## config.mk

```make
export PLATFORM = sky130hd
export DESIGN_NAME = qfr_sqrt
export DESIGN_NICKNAME = d
export VERILOG_FILES = /design/src/rtl/qfr_sqrt.sv
export SDC_FILE = /design/constraint.sdc
export NUM_CORES = 1
export LEC_CHECK = 0
export ABC_AREA = 1
export BUFFER_PORTS_ARGS = -buffer_cell sky130_fd_sc_hd__buf_4
export CAP_MARGIN = 20
export CORE_MARGIN = 8
export CORE_UTILIZATION = 30
export CTS_BUF_LIST = sky130_fd_sc_hd__clkbuf_8
export CTS_CLUSTER_DIAMETER = 50
export CTS_CLUSTER_SIZE = 20
export DETAILED_ROUTE_END_ITERATION = 8
export GPL_TIMING_DRIVEN = 0
export SETUP_SLACK_MARGIN = 0.1
export SLEW_MARGIN = 0
export SYNTH_ARGS = -nofsm -noshare
export SYNTH_HDL_FRONTEND = slang
export SYNTH_SLANG_ARGS = --single-unit
export TNS_END_PERCENT = 1
```

## constraint.sdc

```tcl
create_clock -name aclk -period 4.2 [get_ports aclk]
set_clock_uncertainty 0.1 [all_clocks]
set_input_delay 0.42 -clock aclk [delete_from_list [all_inputs] [get_ports aclk]]
set_output_delay 0.42 -clock aclk [all_outputs]
set_load 0.005 [all_outputs]
```

## src/rtl/qfr_sqrt.sv

```systemverilog
// ----------------------------------------------------------------------------
// qfr_sqrt
// Pipelined integer square root, one result bit per register stage.
// ----------------------------------------------------------------------------
module qfr_sqrt #(
    parameter int VW = 32,
    parameter int QW = 16,
    parameter int PW = 8
) (
    input  logic          aclk,
    input  logic          aresetn,
    input  logic          en,
    input  logic          in_valid,
    input  logic [VW-1:0] in_v,
    input  logic [PW-1:0] in_pay,
    output logic          out_valid,
    output logic [QW-1:0] out_root,
    output logic [PW-1:0] out_pay
);

    localparam int PADW = 2 * QW;

    logic [PADW-1:0] v_s    [QW+1];
    logic [QW+1:0]   rem_s  [QW+1];
    logic [QW-1:0]   root_s [QW+1];
    logic [PW-1:0]   pay_s  [QW+1];
    logic            vld_s  [QW+1];

    assign v_s[0]    = PADW'(in_v);
    assign rem_s[0]  = '0;
    assign root_s[0] = '0;
    assign pay_s[0]  = in_pay;
    assign vld_s[0]  = in_valid;

    for (genvar k = 0; k < QW; k++) begin : g_step
        logic [QW+1:0] cur;
        logic [QW+1:0] trial;
        logic          ge;
        logic [PADW-1:0] v_reg;
        logic [QW+1:0]   rem_reg;
        logic [QW-1:0]   root_reg;
        logic [PW-1:0]   pay_reg;
        logic            vld_reg;

        // The partial remainder stays below 2^QW before the last step.
        assign cur   = {rem_s[k][QW-1:0], v_s[k][PADW-1 -: 2]};
        assign trial = {root_s[k], 2'b01};
        assign ge    = (cur >= trial);

        always_ff @(posedge aclk) begin
            if (!aresetn) begin
                vld_reg <= 1'b0;
            end else if (en) begin
                vld_reg <= vld_s[k];
            end
        end

        always_ff @(posedge aclk) begin
            if (en) begin
                v_reg    <= v_s[k] << 2;
                rem_reg  <= ge ? (cur - trial) : cur;
                root_reg <= {root_s[k][QW-2:0], ge};
                pay_reg  <= pay_s[k];
            end
        end

        assign v_s[k+1]    = v_reg;
        assign rem_s[k+1]  = rem_reg;
        assign root_s[k+1] = root_reg;
        assign pay_s[k+1]  = pay_reg;
        assign vld_s[k+1]  = vld_reg;
    end

    assign out_valid = vld_s[QW];
    assign out_root  = root_s[QW];
    assign out_pay   = pay_s[QW];

endmodule

```

# --- Word level (Yosys, flattened, before mapping) ---
# Cells that the tools add are included.
totals:
  reg_bits: 747
classes:
  addsub: 15
  n_lt_le_gt_ge: 16
  muxes: 15
ops:
  columns: ["cell", "count"]
  rows:
  - ["16-bit two-way mux", 14]
  - ["18-bit by 10-bit >= comparator with 1-bit output", 1]
  - ["18-bit by 11-bit >= comparator with 1-bit output", 1]
  - ["18-bit by 12-bit >= comparator with 1-bit output", 1]
  - ["18-bit by 13-bit >= comparator with 1-bit output", 1]
  - ["18-bit by 14-bit >= comparator with 1-bit output", 1]
  - ["18-bit by 15-bit >= comparator with 1-bit output", 1]
  - ["18-bit by 16-bit >= comparator with 1-bit output", 1]
  - ["18-bit by 17-bit >= comparator with 1-bit output", 1]
  - ["18-bit by 3-bit >= comparator with 1-bit output", 1]
  - ["18-bit by 4-bit >= comparator with 1-bit output", 1]
  - ["18-bit by 5-bit >= comparator with 1-bit output", 1]
  - ["18-bit by 6-bit >= comparator with 1-bit output", 1]
  - ["18-bit by 7-bit >= comparator with 1-bit output", 1]
  - ["18-bit by 8-bit >= comparator with 1-bit output", 1]
  - ["18-bit by 9-bit >= comparator with 1-bit output", 1]
  - ["16-bit by 10-bit subtractor with 16-bit output", 1]
  - ["16-bit by 11-bit subtractor with 16-bit output", 1]
  - ["16-bit by 12-bit subtractor with 16-bit output", 1]
  - ["16-bit by 13-bit subtractor with 16-bit output", 1]
  - ["16-bit by 14-bit subtractor with 16-bit output", 1]
  - ["16-bit by 15-bit subtractor with 16-bit output", 1]
  - ["16-bit subtractor", 1]
  - ["16-bit by 3-bit subtractor with 16-bit output", 1]
  - ["other kinds (9)", 9]

# --- Longest topological paths before layout ---
# Gate-level depths: netlist of the first run.
depth:
  depth_word: 2
  depth_mapped: 14
  mapped_depth_nobuf: 14

# --- Worst setup path before layout of the first run ---
# No wires, ideal clock.
synth_timing:
  path_type: "register -> register"
  start: "register g_step[12].rem_reg[5]"
  end: "register g_step[13].rem_reg[4] (data pin)"
  t_arrival_ns: 1.630
  required_time_ns: 3.848
  path_slack_ns: 2.218
  path_stages_with_launch: 12
  n_path_buf: 1
  cell_sequence: "edfxtp_1 -> ha_1 -> nand2_2 -> nor2_1 -> and2_1 -> nand3_1 -> nand2_2 -> nor2_4 -> nand2_4 -> buf_6 -> nand2_1 -> nand2_1"
synth_between:
  elab_chain_len: 2
synth_rtl:
  columns: ["item", "line", "text"]
  rows:
  - ["start, declared", "40", "logic [QW+1:0] rem_reg;"]
  - ["start signal, assigned", "61", "rem_reg <= ge ? (cur - trial) : cur;"]
  - ["18-bit by 15-bit >= comparator with 1-bit output", "48", "assign ge = (cur >= trial);"]
  - ["named net g_step[13].ge", "38", "logic ge;"]
  - ["16-bit two-way mux", "61", null]
  - ["end signal, assigned", "61", null]
  - ["end, declared", "40", null]
# The timed path passes the listed nets, and every way through them passes these cells.
# A chain may end at the register's enable or synchronous reset.

# --- Worst setup path after layout of the first run ---
layout_timing:
  start: "input en"
  end: "register g_step[7].rem_reg[14], enable pin"
layout_lines:
  columns: ["item", "line", "text"]
  rows:
  - ["start, declared", "12", "input logic en,"]
  - ["end signal, assigned", "61", null]
  - ["end, declared", "40", null]
# No word-level cell between the ends.

==> metrics.cfg, run 1 <==
[outcome]
status = complete, no violations

[pwr]
p_leak_nw = 17.9
power_density_nw_per_um2 = 447
ir_drop_v = 0.000308
p_total_mw = 18.2

[place]
pre_cts_slack_ps = 723
hpwl_mm = 48.4
port_buffers = 68
dp.cells = 5092
gp_congestion = 0.852
dpl_cell_area_sq_um = 38200

[routing]
first_pass_iters = 6
drtAntennaViolNets = 0
totalWireLength_mm = 66.6
avgRoutedWirePerCell_um = 12.6
viasPerCell = 4.29
drcViolationCount = 0
dr_total_vias = 22700
first_iter_violations = 1441

[yosys]
synth.top_cell.area_share = 0.615
ys_warn_count = 0
synth_area_leaders = edfxtp_1 61%, nand2_1 11%, inv_1 6.2%, ha_1 5.3%, nand3_1 2.8%
synth-seq-area-share = 0.624
ys_ff_latch = 744
synthArstFlopShare = 0
syn_area_per_cell_sq_um = 10.2
synth_area_sq_um = 35600
yosysTopAreaCell = edfxtp_1
synthCells = 3482
synth_fp_nets = 3678
ys.flop_type = edfxtp_1
synth.distinct_cells = 47
synth_edf_count = 728

[setup_path]
crit_path_end_kind = flop
ff2ff_path_depth = 11
criticalPathCategory = input pin to flop
crit-reg2reg-launch = g_step[13].root_reg[2]
path_max_fanout = 129
r2r_end = g_step[14].rem_reg[7]
regToRegSetupSlack_ps = 1750
worst_setup_path_start_kind = input pin
worstPathArrival_ps = 3470
required_ps = 4420

[clock_network]
cts_sinks = 744
clk_latency_ps = 740
postCtsSetupRepairBufs = 0
tritoncts = built
clockRootBuffer = clkbuf_8
cts_resized = 0
cts_made_buffers = 88
htree_levels = 3
clock_tree.buffer_depth = 3
clk_pin_slew_worst_paths_ps = 90

[grt]
grt_antenna_before_repair = 2
grt_pass1_wl_mm = 110
grt_overflow = 0
grt_pass1_vias = 22400
grt_max_degree = 130
grt_usage = 0.101

[hold_path]
hold_start = in_v[29]
whs_path_depth = 2
hold_end = g_step[0].v_reg[31]
hp-class = input pin to flop

[floorplan]
die_area_sq_um = 130000
rows = 126
core_region_area_sq_um = 118000
die_x_um = 360
start_util = 0.302
io_pins = 69
die_h_um = 360

[sta]
rsz0062_at_grt = no
max_slew.worst_pin.slew_ps = 658
drv_slew = 0
hold_viol_final = 0
holdWs_ps = 278
max_freq_ghz = 0.308
min_period_ps = 3240
fin_tns_setup_ps = 0
setup-violations-final = 0
fin_ws_ps = 957
fin_crit_sh = 0.772
max_slew_margin = 0.557

[finish]
mostFrequentLayoutCell = nand2_1
drive_above_1_share = 0.0964
final_cell_mix = 1048 x nand2_1, 728 x edfxtp_1, 593 x inv_1, 246 x nor2_1, 198 x nand3_1
nFillCells = 11700
layout.nets = 3887
area_growth_pct = 14.6
utilization = 0.346
largest_reg_flops = 240
fin_area_sq_um = 40800
instances_no_fill = 5304

[run]
maxCapViolations = 0

logic make-up after synthesis:
kind of cell             after synthesis  synth area share
AND/OR/NAND/NOR                     1655             0.197
AO/OA/AOI/OAI                        222            0.0366
XOR/XNOR                              78            0.0192
adder cells (fa/ha/maj)              152            0.0535
other                                  1          0.000105
buffers and inverters                630            0.0702
flip-flops                           744             0.624
cell usage after synthesis (all sizes together) (6+ instances only):
master	count
nand2	1075
edfxtp	728
inv	603
nor2	265
nand3	207
ha	152
a21oi	114
o21ai	90
xor2	54
nand4	47
buf	24
xnor2	24
nand3b	21
nor3	19
dfxtp	16
and2	9
o21bai	8
or2	6
worst max-delay path by stage:
| stage | startpoint | endpoint | slack, ps | cells after the start |
|---|---|---|---|---|
| after global routing | en | g_step[7].rem_reg[15] | 740 | 6 |
| after floorplan | g_step[12].rem_reg[5] | g_step[13].rem_reg[4] | 2220 | 11 |
| final | en | g_step[7].rem_reg[14] | 960 | 6 |
| after detailed placement | en | g_step[6].rem_reg[15] | 720 | 5 |
| after CTS | en | g_step[7].rem_reg[15] | 950 | 6 |
| after global placement | en | g_step[8].vld_reg | -4960 | 5 |
layout make-up:
| cell class | count | area, sq um | share of cell area |
|---|---|---|---|
| Inverter | 603 | 2270 | 0.0556 |
| Clock inverter | 75 | 912 | 0.0224 |
| Sequential cell | 744 | 22200 | 0.544 |
| Clock buffer | 89 | 1220 | 0.0300 |
| Timing Repair Buffer | 119 | 1130 | 0.0278 |
| Multi-Input combinational cell | 2108 | 10900 | 0.267 |
| Antenna cell | 3 | 7.51 | 0.000184 |
| Tap cell | 1536 | 1920 | 0.0471 |
| Buffer | 27 | 231 | 0.00568 |
critical path, cell delays in order:
cell	delay (ps)
dlygate4sd3_1	560
buf_8	370
buf_16	370
buf_16	470
buf_16	530
buf_16	480
power breakdown:
group / internal, mW / leakage [nW] / total (mW) / switching, mW
registers: 9.01 / 7.15 / 9.36 / 0.346
clock network: 2.69 / 1.05 / 5.79 / 3.10
logic: 1.11 / 9.70 / 3.06 / 1.96
total: 12.8 / 17.9 / 18.2 / 5.40
what timing repair did:
item / 4_1_cts / 5_1_grt
setup endpoints to repair: 0 / 0
hold buffers: 45 / 0
endpoints found under the hold margin: 108 / 0
routing by layer:
metal	global-route usage	share of wire	vias up
met3	0.0236	0.050	114
met2	0.169	0.47	391
met5	0	0	-
met4	0.0339	0.025	0
met1	0.130	0.46	10400
li1	-	-	11900
Power figures use the tool's default switching activity.
==> run 2: changes to the inputs <==
==> constraint.sdc (replaced) <==
create_clock -name aclk -period 3.39 [get_ports aclk]
set_clock_uncertainty 0.1 [all_clocks]
set_input_delay 0.339 -clock aclk [delete_from_list [all_inputs] [get_ports aclk]]
set_output_delay 0.339 -clock aclk [all_outputs]
set_load 0.005 [all_outputs]
==> run 2 against run 1 <==
  * Non-clock buffer count increased by 1
  * Flip-flop and latch count unchanged
  * Setup slack got worse by 530 ps
  * Sequential power increased by 24%
  * Utilization about the same
  * Register-to-register slack got worse by 830 ps
==> metrics.cfg, run 2 (synthesized netlist as in run 1, its figures left out) <==
[clock_network]
clk_latency_ps = 740
cts_sinks = 744
htree_levels = 3
cts_resized = 0
cts_made_buffers = 88
clockRootBuffer = clkbuf_8
postCtsSetupRepairBufs = 0
clk_pin_slew_worst_paths_ps = 90
tritoncts = built
clock_tree.buffer_depth = 3

[finish]
drive_above_1_share = 0.0967
mostFrequentLayoutCell = nand2_1
area_growth_pct = 14.7
final_cell_mix = 1048 x nand2_1, 728 x edfxtp_1, 593 x inv_1, 246 x nor2_1, 198 x nand3_1
utilization = 0.346
layout.nets = 3888
largest_reg_flops = 240
instances_no_fill = 5305
fin_area_sq_um = 40800

[hold_path]
hp-class = input pin to flop
hold_start = in_v[29]

[pwr]
p_int_mw = 15.9
power_density_nw_per_um2 = 553
ir_drop_v = 0.000382
switchingPower_mw = 6.69
p_sw_frac = 0.297
power_frac_comb = 0.168
p_leak_nw = 17.9
pwr-share-seq = 0.514
pwr-share-clk = 0.318

[grt]
grt_max_degree = 130
grt_pass1_vias = 22400
grt_pass1_wl_mm = 110
grt_usage = 0.101
grt_overflow = 0
grt_antenna_before_repair = 2

[setup_path]
worst_setup_path_start_kind = input pin
path_max_fanout = 129
regToRegSetupSlack_ps = 920
required_ps = 3610
crit_path_end_kind = flop
worstPathArrival_ps = 3190
r2r_end = g_step[14].rem_reg[7]
worstSetupEndpoint = g_step[7].rem_reg[14]
criticalPathCategory = input pin to flop
startpoint = en
crit-reg2reg-launch = g_step[13].root_reg[2]
ff2ff_path_depth = 11

[sta]
drv_slew = 0
min_period_ps = 2960
hold_viol_final = 0
max_slew_margin = 0.557
max_slew.worst_pin.slew_ps = 665
setup-violations-final = 0
rsz0062_at_grt = no
max_freq_ghz = 0.338
fin_crit_sh = 0.874

[place]
gp_congestion = 0.852
dpl_cell_area_sq_um = 38200
dp.cells = 5092
port_buffers = 68
hpwl_mm = 48.4

[routing]
first_pass_iters = 5
drtAntennaViolNets = 0
totalWireLength_mm = 66.8
avgRoutedWirePerCell_um = 12.6
dr_total_vias = 22700
viasPerCell = 4.28
first_iter_violations = 1479
drcViolationCount = 0

[outcome]
status = complete, no violations

[floorplan]
rows = 126
start_util = 0.302
die_h_um = 360
core_region_area_sq_um = 118000
die_area_sq_um = 130000
io_pins = 69
die_x_um = 360

[run]
maxCapViolations = 0

[run 2: worst max-delay path, cell delays in order]
cell           delay, ps
dlygate4sd3_1        560
buf_8                370
buf_16               370
buf_16               480
buf_16               370
buf_16               450
[run 2: stage by stage]
step	hold WS, ps	total power [mW]	setup WS, ps	setup TNS (ps)
finish	195	22.6	429	0
global route	93.1	24.0	222	0
CTS	48.0	23.0	222	0
detailed placement	305	15.6	-6.17	-171
global placement	300	15.6	-5690	-3200010
floorplan	300	14.4	1410	0
[run 2: final cells by class]
| class | instances | area, sq um |
|---|---|---|
| tap | 1536 | 1920 |
| antenna | 3 | 7.51 |
| timing repair buffer | 120 | 1160 |
| clock inverter | 75 | 912 |
| sequential | 744 | 22200 |
| inverter | 603 | 2270 |
| multi-input combinational | 2108 | 10900 |
| fill | 11700 | 77000 |
| clock buffer | 89 | 1220 |
| buffer | 27 | 231 |
[run 2: per-layer routing]
metal / vias to the layer above / wire (um) / GRT usage
met5: - / 0 / 0
met1: 10400 / 30700 / 0.130
met2: 367 / 31200 / 0.169
met3: 114 / 3230 / 0.0236
li1: 11900 / - / -
met4: 0 / 1670 / 0.0339
[run 2: timing repair]
| item | 4_1_cts | 5_1_grt |
|---|---|---|
| hold buffers | 45 | 0 |
| setup endpoints to repair | 0 | 65 |
| hold endpoints to repair | 108 | 0 |
[run 2: worst min-delay path by stage]
stage               depth (start not counted)  slack, ps               endpoint
finish                                      2        200    g_step[0].v_reg[31]
global route                                2         90    g_step[0].v_reg[31]
CTS                                         2         50    g_step[0].v_reg[26]
detailed placement                          0        300   g_step[11].v_reg[28]
global placement                            0        300    g_step[3].v_reg[26]
floorplan                                   0        300  g_step[10].pay_reg[0]
[run 2: power groups by stage]
| stage | sequential [mW] | combinational, mW | clock [mW] |
|---|---|---|---|
| after floorplan | 11.6 | 2.77 | 0 |
| after global placement | 11.9 | 3.70 | 0 |
| after detailed placement | 11.8 | 3.77 | 0 |
| after CTS | 11.6 | 3.83 | 7.56 |
| after global routing | 11.7 | 4.41 | 7.92 |
| final | 11.6 | 3.80 | 7.18 |
==> run 3: changes to the inputs <==
--- a/config.mk
+++ b/config.mk
@@ -6,8 +6,10 @@
 export NUM_CORES = 1
 export LEC_CHECK = 0
 export ABC_AREA = 1
+export ABC_CLOCK_PERIOD_IN_PS = 3390
 export BUFFER_PORTS_ARGS = -buffer_cell sky130_fd_sc_hd__buf_4
-export CAP_MARGIN = 20
+export CAP_MARGIN = 0
+export CORE_ASPECT_RATIO = 0.75
 export CORE_MARGIN = 8
 export CORE_UTILIZATION = 30
 export CTS_BUF_LIST = sky130_fd_sc_hd__clkbuf_8
==> run 3 against run 2 <==
  * Sequential power hardly changed
  * Setup slack got worse by 24 ps
  * Flip-flop and latch count did not move
  * Clock-buffer cell count shrank 10
  * Combinational power up 2%
  * Via count grew 0.73%
  * Die area is essentially flat
  * Global-route usage grew 0.34 points
  * Largest cell class unchanged
  * Highest routed layer unchanged
  * Hold slack got worse by 18 ps
==> metrics.cfg, run 3 (synthesized netlist as in run 1, its figures left out) <==
[setup_path]
regToRegSetupSlack_ps = 880
worstPathArrival_ps = 3220
criticalPathCategory = input pin to flop
worst_setup_path_start_kind = input pin
crit_path_end_kind = flop
required_ps = 3630
path_max_fanout = 126

[grt]
grt_max_degree = 127
grt_overflow = 0
grt_pass1_vias = 21600
grt_pass1_wl_mm = 112
grt_antenna_before_repair = 2
grt_usage = 0.105

[routing]
drcViolationCount = 0
totalWireLength_mm = 69.3
first_iter_violations = 2015
drtAntennaViolNets = 0
viasPerCell = 4.32
first_pass_iters = 7
dr_total_vias = 22900
avgRoutedWirePerCell_um = 13.1

[floorplan]
core_region_area_sq_um = 118000
die_x_um = 414
die_h_um = 314
rows = 109
io_pins = 69
die_area_sq_um = 130000
start_util = 0.302

[pwr]
pwr-share-seq = 0.531
switchingPower_mw = 6.66
power_frac_comb = 0.177
pwr-share-clk = 0.292
ir_drop_v = 0.000342
p_sw_frac = 0.305
p_int_mw = 15.2
power_density_nw_per_um2 = 540
p_leak_nw = 17.7

[finish]
largest_reg_flops = 240
fin_area_sq_um = 40400
utilization = 0.344
mostFrequentLayoutCell = nand2_1
instances_no_fill = 5300
layout.nets = 3875
final_cell_mix = 1048 x nand2_1, 728 x edfxtp_1, 595 x inv_1, 246 x nor2_1, 198 x nand3_1
drive_above_1_share = 0.0901
area_growth_pct = 13.7

[clock_network]
cts_sinks = 744
cts_resized = 0
clk_latency_ps = 770
clockRootBuffer = clkbuf_8
tritoncts = built
htree_levels = 3
cts_made_buffers = 75
clk_pin_slew_worst_paths_ps = 110
clock_tree.buffer_depth = 3

[place]
gp_congestion = 0.870
dp.cells = 5110
hpwl_mm = 50.0
pre_cts_slack_ps = 234
port_buffers = 68
dpl_cell_area_sq_um = 38200

[sta]
min_period_ps = 2990
max_slew.worst_pin.slew_ps = 760
drv_slew = 0
max_freq_ghz = 0.335
rsz0062_at_grt = no
setup-violations-final = 0
fin_ws_ps = 404
hold_viol_final = 0
holdWs_ps = 177
max_slew_margin = 0.488
fin_crit_sh = 0.881

[run]
maxCapViolations = 0

[outcome]
status = complete, no violations

[hold_path]
hp-class = input pin to flop

-- run 3: cell types whose count changed in the layout (fill, tap and decap cells not counted), sizes merged --
cell and delta:
clkinvlp -1, clkinv -10, dlygate4sd3 +1, bufinv -5
diode +3, clkbuf -11
-- run 3: worst paths after layout --
path,from,endpoint,cells after the start
max,en,out_pay[4],5
min,in_v[5],g_step[0].v_reg[7],2
max reg2reg,g_step[13].rem_reg[13],g_step[14].rem_reg[8],9
min reg2reg,g_step[6].v_reg[25],g_step[7].v_reg[27],0
-- run 3: layout make-up --
class / instances / area (sq um)
fill: 11800 / 77300
timing repair buffer: 120 / 1140
inverter: 603 / 2270
clock inverter: 59 / 676
multi-input combinational: 2108 / 10900
buffer: 27 / 231
clock buffer: 79 / 1090
tap: 1554 / 1940
antenna: 6 / 15.0
sequential: 744 / 22200
-- run 3: per-layer routing --
metal	part of all wire	track usage	up-vias	wire (um)
li1	-	-	11800	-
met1	0.52	0.160	10500	36000
met2	0.40	0.147	497	27600
met3	0.063	0.0231	95	4350
met4	0.020	0.0304	0	1370
met5	0	0	-	0
-- run 3: worst max-delay path, cell delays in order --
cell	delay (ps)
dlygate4sd3_1	560
buf_8	500
buf_16	530
buf_16	460
buf_16	450
-- run 3: repair_timing --
item	CTS	global route
hold buffers	46	0
buffers inserted	0	0
endpoints found under the hold margin	132	0
-- run 3: power groups by stage --
| stage | Sequential [mW] | Clock, mW | Combinational [mW] |
|---|---|---|---|
| 6_report | 11.6 | 6.38 | 3.87 |
| 5_1_grt | 11.7 | 7.08 | 4.45 |
| 4_1_cts | 11.6 | 6.73 | 3.89 |
| 3_5_place_dp | 11.8 | 0 | 3.83 |
| 3_3_place_gp | 11.9 | 0 | 3.76 |
| 2_1_floorplan | 11.6 | 0 | 2.77 |
-- run 3: stage by stage --
stage	TNS (ps)	total power [mW]
2_1_floorplan	0	14.4
3_3_place_gp	-3313910	15.7
3_5_place_dp	0	15.6
4_1_cts	0	22.2
5_1_grt	0	23.2
6_report	0	21.8
